<file path="config.mk">
export PLATFORM = sky130hd
export DESIGN_NAME = pcl_divider
export DESIGN_NICKNAME = d
export VERILOG_FILES = /design/src/hdl/pcl_pkg.sv /design/src/hdl/pcl_divider.sv
export SDC_FILE = /design/constraint.sdc
export NUM_CORES = 1
export LEC_CHECK = 0
export BUFFER_PORTS_ARGS = -buffer_cell sky130_fd_sc_hd__buf_2
export CAP_MARGIN = 20
export CORE_AREA = 2 2 71 73
export CTS_BUF_LIST = sky130_fd_sc_hd__clkbuf_2
export DETAILED_ROUTE_END_ITERATION = 10
export DIE_AREA = 0 0 73 75
export GPL_ROUTABILITY_DRIVEN = 1
export PLACE_DENSITY_LB_ADDON = 0.2
export SLEW_MARGIN = 20
export SYNTH_ARGS = -nofsm -noshare
export SYNTH_HDL_FRONTEND = slang
export SYNTH_SLANG_ARGS = --single-unit
</file>
<file path="constraint.sdc">
create_clock -name clk -period 3.9 [get_ports clk]
set_input_delay 0.78 -clock clk [delete_from_list [all_inputs] [get_ports clk]]
set_output_delay 0.78 -clock clk [all_outputs]
set_load 0.02 [all_outputs]
</file>
<file path="src/hdl/pcl_pkg.sv">
`timescale 1ns / 1ps
// ---------------------------------------------------------------------------
// POV column frame store package
// Operation codes, controller states, shared structs and pixel helpers.
// ---------------------------------------------------------------------------
package pcl_pkg;

    localparam int ROWS       = 8;
    localparam int PIXEL_W    = 3;
    localparam int ROW_W      = ROWS * PIXEL_W;
    localparam int DIVIDEND_W = 16;
    localparam int DIVISOR_W  = 8;

    localparam logic [2:0] PLANE_RED   = 3'b100;
    localparam logic [2:0] PLANE_GREEN = 3'b010;
    localparam logic [2:0] PLANE_BLUE  = 3'b001;

    typedef enum logic [2:0] {
        OP_LOAD_LATCH    = 3'd0,
        OP_STROBE_RED    = 3'd1,
        OP_STROBE_GREEN  = 3'd2,
        OP_STROBE_BLUE   = 3'd3,
        OP_SET_TIMER     = 3'd4,
        OP_TICK          = 3'd5,
        OP_READ_PIXEL    = 3'd6,
        OP_READ_ROTATION = 3'd7
    } op_t;

    typedef enum logic [1:0] {
        ST_IDLE,
        ST_MEM,
        ST_DIV,
        ST_CLEAR
    } state_t;

    typedef struct packed {
        logic                 start;
        logic [DIVISOR_W-1:0] divisor;
    } div_req_t;

    typedef struct packed {
        logic                  done;
        logic [DIVIDEND_W-1:0] quotient;
    } div_rsp_t;

    typedef struct packed {
        logic        column_event;
        logic        rotation_event;
        logic [7:0]  current_column;
        logic [11:0] read_value;
        logic        range_error;
    } result_t;

    function automatic logic [2:0] plane_of(input op_t op);
        logic [2:0] plane;
        case (op)
            OP_STROBE_RED:   plane = PLANE_RED;
            OP_STROBE_GREEN: plane = PLANE_GREEN;
            OP_STROBE_BLUE:  plane = PLANE_BLUE;
            default:         plane = 3'b000;
        endcase
        return plane;
    endfunction

    function automatic logic [ROW_W-1:0] apply_plane(input logic [ROW_W-1:0] row,
                                                     input logic [2:0]       plane,
                                                     input logic [ROWS-1:0]  bits);
        logic [ROW_W-1:0] res;
        res = row;
        for (int r = 0; r < ROWS; r++)
        begin
            if (bits[r])
            begin
                res[r*PIXEL_W +: PIXEL_W] = row[r*PIXEL_W +: PIXEL_W] | plane;
            end
            else
            begin
                res[r*PIXEL_W +: PIXEL_W] = row[r*PIXEL_W +: PIXEL_W] & ~plane;
            end
        end
        return res;
    endfunction

    function automatic logic [PIXEL_W-1:0] pick_pixel(input logic [ROW_W-1:0] row,
                                                      input logic [2:0]       sel);
        return row[sel*PIXEL_W +: PIXEL_W];
    endfunction

endpackage

</file>
<file path="src/hdl/pcl_divider.sv">
`timescale 1ns / 1ps
// ---------------------------------------------------------------------------
// POV column frame store divider
// Restoring divider that produces one quotient bit per clock cycle.
// ---------------------------------------------------------------------------
module pcl_divider
    import pcl_pkg::*;
(
    input  logic                  clk,
    input  logic                  rst_n,
    input  logic [DIVIDEND_W-1:0] dividend,
    input  div_req_t              req,
    output div_rsp_t              rsp
);

    localparam int CNT_W = $clog2(DIVIDEND_W + 1);

    logic                  active_reg, active_next;
    logic                  done_reg, done_next;
    logic [CNT_W-1:0]      cnt_reg, cnt_next;
    logic [DIVIDEND_W-1:0] quo_reg, quo_next;
    logic [DIVISOR_W-1:0]  rem_reg, rem_next;
    logic [DIVISOR_W-1:0]  dsr_reg, dsr_next;
    logic [DIVISOR_W:0]    shifted;

    always_comb
    begin
        active_next = active_reg;
        done_next   = 1'b0;
        cnt_next    = cnt_reg;
        quo_next    = quo_reg;
        rem_next    = rem_reg;
        dsr_next    = dsr_reg;
        shifted     = {rem_reg, quo_reg[DIVIDEND_W-1]};
        if (req.start)
        begin
            active_next = 1'b1;
            cnt_next    = CNT_W'(DIVIDEND_W);
            quo_next    = dividend;
            rem_next    = '0;
            dsr_next    = req.divisor;
        end
        else if (active_reg)
        begin
            if (shifted >= {1'b0, dsr_reg})
            begin
                rem_next = DIVISOR_W'(shifted - {1'b0, dsr_reg});
                quo_next = {quo_reg[DIVIDEND_W-2:0], 1'b1};
            end
            else
            begin
                rem_next = shifted[DIVISOR_W-1:0];
                quo_next = {quo_reg[DIVIDEND_W-2:0], 1'b0};
            end
            cnt_next = cnt_reg - CNT_W'(1);
            if (cnt_reg == CNT_W'(1))
            begin
                active_next = 1'b0;
                done_next   = 1'b1;
            end
        end
    end

    always_ff @(posedge clk or negedge rst_n)
    begin
        if (!rst_n)
        begin
            active_reg <= 1'b0;
            done_reg   <= 1'b0;
            cnt_reg    <= '0;
        end
        else
        begin
            active_reg <= active_next;
            done_reg   <= done_next;
            cnt_reg    <= cnt_next;
        end
    end

    always_ff @(posedge clk)
    begin
        quo_reg <= quo_next;
        rem_reg <= rem_next;
        dsr_reg <= dsr_next;
    end

    assign rsp.done     = done_reg;
    assign rsp.quotient = quo_reg;

endmodule

</file>
Word level (Yosys, flattened, before mapping)

Cells that the tools add are included.

Add/subtract/negate cells: 2
Reductions and logical operators: 1
Equal/unequal tests: 1
Mux-type cells: 12
Magnitude comparators: 1

Operators with widths:

| cell                                                 | number |
|---|---|
| two-way mux 16 bit                                   | 2 |
| two-way mux 5 bit                                    | 2 |
| greater-or-equal comparator 9 x 8 -> 1 bit           | 1 |
| two-way mux 8 bit                                    | 1 |
| subtractor 8 bit                                     | 1 |
| two-way mux 1 bit                                    | 7 |
| equality test 5 x 1 -> 1 bit (second input constant) | 1 |
| subtractor 5 x 1 -> 5 bit (second input constant)    | 1 |
| nonzero test 2 bit                                   | 1 |

Logic and storage cells: 23
Output and inout bits: 17
Register bits: 39

Depth between registers and ports, before layout

Depth in word-level cells: 4
Mapped depth: 8

Worst setup path after synthesis

OpenSTA, ideal clock, no wires.

Path type: register -> register
Start point: register quo_reg[15]
End point: register rem_reg[6]
Arrival time: 1.905 ns
Buffers on the path: 0
Cell stages (with the launch flop): 9
Path slack: 1.910 ns
Cell sequence: edfxtp_1 -> inv_1 -> ha_1 -> fa_1 -> nand2b_1 -> a21oi_1 -> or4b_1 -> and4_1 -> o31ai_2

Word-level cells in the longest chain between the ends: 2

Ends and longest elaborated chain:

| what                                                                                  | RTL line                             | text |
|---|---|---|
| from (decl)                                                                           | pcl_divider.sv:21                    | `logic [DIVIDEND_W-1:0] quo_reg, quo_next;` |
| from (signal assigned)                                                                | pcl_divider.sv:82                    | `quo_reg <= quo_next;` |
| subtractor 8 bit / greater-or-equal comparator 9 x 8 -> 1 bit (equally long branches) | pcl_divider.sv:47, pcl_divider.sv:45 |  |
| two-way mux 8 bit *                                                                   | pcl_divider.sv:45                    | `if (shifted >= {1'b0, dsr_reg})` |
| to (signal assigned)                                                                  | pcl_divider.sv:83                    | `rem_reg <= rem_next;` |
| to (decl)                                                                             | pcl_divider.sv:22                    | `logic [DIVISOR_W-1:0] rem_reg, rem_next;` |

Every way passes the cells marked *; elsewhere a longest branch is shown, timed or not.
A chain may end at the register's enable or synchronous reset.

Worst setup path in the final report

Ends and elaborated chain as after synthesis.

==> impl_metrics.sql <==
INSERT INTO impl_metrics (metric_group, metric, value, unit) VALUES
('route', 'route.met2.wl', '1820', 'um'),
('route', 'wl_per_cell', '13.5', 'um'),
('synthesis', 'synth_area', '2030', 'um^2'),
('synthesis', 'synth_nets', '207', ''),
('synthesis', 'number_of_distinct_standard_cells_referenced_by_the_synthesized_netlist', '42', ''),
('setup_path', 'critical_path.endpoint_type', 'register', ''),
('timing', 'finalClockSkew', '0.0159', 'ns'),
('timing', 'post-route-period-util', '0.532', ''),
('power_and_ir_drop', 'power_leakage', '1.01', 'nW'),
('timing', 'hold_violations', '0', ''),
('placement', 'placement.setup.worst_slack', '1.56', 'ns'),
('power_and_ir_drop', 'powerDensity', '601', 'nW/um^2'),
('floorplan', 'die-height', '75', 'um'),
('timing', 'max_clock_freq', '482', 'MHz'),
('timing', 'final.min_clock_period', '2.08', 'ns'),
('clock_network', 'clkLatencyLatePin', '0.37', 'ns'),
('status', 'status', 'complete, no violations', ''),
('clock_network', 'clock-sinks', '39', ''),
('route', 'detailedRoute.firstIterationViolations', '79', ''),
('clock_network', 'cts-hold-fix-buffers', '0', ''),
('setup_path', 'critPathRequiredTime', '4.20', 'ns'),
('synthesis', 'synth-compound-area-share', '0.0985', ''),
('clock_network', 'htreeDepth', '2', ''),
('route', 'met3_wirelength', '197', 'um'),
('timing', 'rsz0062_at_grt', 'no', ''),
('setup_path', 'timing.reg2reg.setup_slack', '1.82', 'ns'),
('clock_network', 'clk_transition_reported_paths', '0.18', 'ns'),
('route', 'via_count', '1378', ''),
('setup_path', 'timing.setup.critical_path_class', 'register to register', ''),
('global_routing', 'grt_start_max_net_pins', '37', ''),
('synthesis', 'ys_seq_elements', '39', ''),
('floorplan', 'floorplan.die_area', '5480', 'um^2'),
('setup_path', 'cp_slowest_stage_delay', '0.47', 'ns'),
('placement', 'gp_routability_congestion', '0.849', ''),
('synthesis', 'synth_adder_area_share', '0.0714', ''),
('setup_path', 'worstSetupStartpointType', 'register', ''),
('setup_path', 'r2r.worst_path.cells', '8', ''),
('synthesis', 'seq_area_frac_synth', '0.520', ''),
('timing', 'slew_headroom', '0.611', ''),
('global_routing', 'grt.total_usage', '0.153', ''),
('cells_and_area', 'number_of_diodes_added_for_antenna_fixing', '0', ''),
('setup_path', 'worstReg2RegEnd', 'rem_reg[6]$_SDFFE_PP0P_', ''),
('timing', 'final.hold.worst_slack', '0.200', 'ns'),
('synthesis', 'avgSynthCellArea', '12.0', 'um^2'),
('cells_and_area', 'final-seq-area', '1060', 'um^2'),
('setup_path', 'timing.critical_path.slowest_stage_cell', 'sky130_fd_sc_hd__or4b_1', ''),
('setup_path', 'crit_buf_inv', '1', ''),
('setup_path', 'cells_along_the_critical_path', 'inv_1 > ha_1 > fa_1 > nand2b_1 > a21oi_1 > or4b_1 > and4_1 > o31ai_2', ''),
('route', 'drc', '0', ''),
('clock_network', 'clock_tree.root_cell', 'sky130_fd_sc_hd__clkbuf_2', ''),
('timing', 'post-route-worst-setup-slack', '1.82', 'ns'),
('route', 'detailed_route_wire_length_on_metal_1', '1570', 'um'),
('placement', 'post-dp-hpwl', '2760', 'um'),
('synthesis', 'yosys_most_used_dff', 'sky130_fd_sc_hd__edfxtp_1', ''),
('global_routing', 'grt_pass1_vias', '1413', ''),
('cells_and_area', 'final_cell_mix', 'sky130_fd_sc_hd__buf_2 (43), sky130_fd_sc_hd__edfxtp_1 (24), sky130_fd_sc_hd__nor2_1 (17)', ''),
('power_and_ir_drop', 'ir_worst_vdd', '276', 'uV'),
('route', 'final_antenna_net_count', '0', ''),
('setup_path', 'critPathMaxFanout', '3', ''),
('cells_and_area', 'multi_input_comb_area', '881', 'um^2'),
('setup_path', 'worst_ep_arrival_time', '2.38', 'ns'),
('synthesis', 'synth_top_family_by_area', 'multiplexers', ''),
('clock_network', 'post-cts-setup-buffers', '0', ''),
('floorplan', 'placeableCoreArea', '4660', 'um^2'),
('setup_path', 'r2r-start', 'quo_reg[15]$_DFFE_PP_', ''),
('timing', 'timing_max_transition_violations_final', '0', ''),
('clock_network', 'cts_tree', 'yes', ''),
('route', 'routed_via_density', '5.12', ''),
('setup_path', 'timing.critical_path.from', 'quo_reg[15]$_DFFE_PP_', ''),
('clock_network', 'post_cts.resized_instances', '0', ''),
('route', 'firstDrtPassIters', '4', '');
==> where the power goes <==
group / internal [mW] / total [mW] / switching (mW)
Combinational: 0.280 / 0.612 / 0.332
Sequential: 0.543 / 0.612 / 0.0693
Clock: 0.0442 / 0.168 / 0.123
==> per-stage QoR <==
stage / util / cell area (um^2)
2_1_floorplan: - / 2030
3_3_place_gp: 0.488 / 2280
3_5_place_dp: 0.488 / 2280
4_1_cts: 0.497 / 2310
5_1_grt: 0.497 / 2310
6_report: 0.497 / 2310
==> synth_stat cells (2+ instances only) <==
cell type | count | area [um^2]
sky130_fd_sc_hd__nor2_1 | 17 | 63.8
sky130_fd_sc_hd__nor2b_1 | 4 | 25.0
sky130_fd_sc_hd__dfxtp_1 | 8 | 160
sky130_fd_sc_hd__o21ai_0 | 4 | 20.0
sky130_fd_sc_hd__mux2i_1 | 4 | 40.0
sky130_fd_sc_hd__dfrtp_1 | 7 | 175
sky130_fd_sc_hd__mux2_2 | 16 | 180
sky130_fd_sc_hd__a211oi_2 | 2 | 25.0
sky130_fd_sc_hd__a21oi_1 | 4 | 20.0
sky130_fd_sc_hd__nand2b_1 | 4 | 25.0
sky130_fd_sc_hd__edfxtp_1 | 24 | 721
sky130_fd_sc_hd__xnor2_1 | 6 | 52.6
sky130_fd_sc_hd__a21oi_2 | 2 | 17.5
sky130_fd_sc_hd__buf_2 | 3 | 15.0
sky130_fd_sc_hd__ha_1 | 10 | 125
sky130_fd_sc_hd__a211oi_1 | 3 | 22.5
sky130_fd_sc_hd__inv_1 | 13 | 48.8
sky130_fd_sc_hd__xor2_1 | 3 | 26.3
sky130_fd_sc_hd__nand2_1 | 12 | 45.0
==> how the worst max path moves through the flow <==
stage	slack, ns	to
5_1_grt	1.64	rem_reg[6]$_SDFFE_PP0P_
3_3_place_gp	1.62	quo_reg[15]$_DFFE_PP_
6_report	1.82	rem_reg[6]$_SDFFE_PP0P_
3_5_place_dp	1.56	quo_reg[12]$_DFFE_PP_
2_1_floorplan	1.91	rem_reg[6]$_SDFFE_PP0P_
4_1_cts	1.79	rem_reg[6]$_SDFFE_PP0P_
==> routing by layer <==
layer / vias up / track usage
li1: 689 / -
met4: 0 / 0.0617
met2: 34 / 0.254
met3: 5 / 0.0388
met5: - / 0
met1: 650 / 0.193
==> kinds of logic after synthesis <==
group / after synthesis
multiplexers: 21
AO/OA/AOI/OAI: 25
buffers and inverters: 19
AND/OR/NAND/NOR: 45
XOR/XNOR: 9
flip-flops: 39
adder cells (fa/ha/maj): 11
==> layout make-up <==
type | instances | share of cell area
tap | 54 | 0.0292
inverter | 13 | 0.0211
multi-input combinational | 111 | 0.381
clock buffer | 6 | 0.0130
sequential | 39 | 0.456
clock inverter | 2 | 0.00378
timing repair buffer | 44 | 0.0962
No activity file was read; power rests on OpenSTA's default activity.
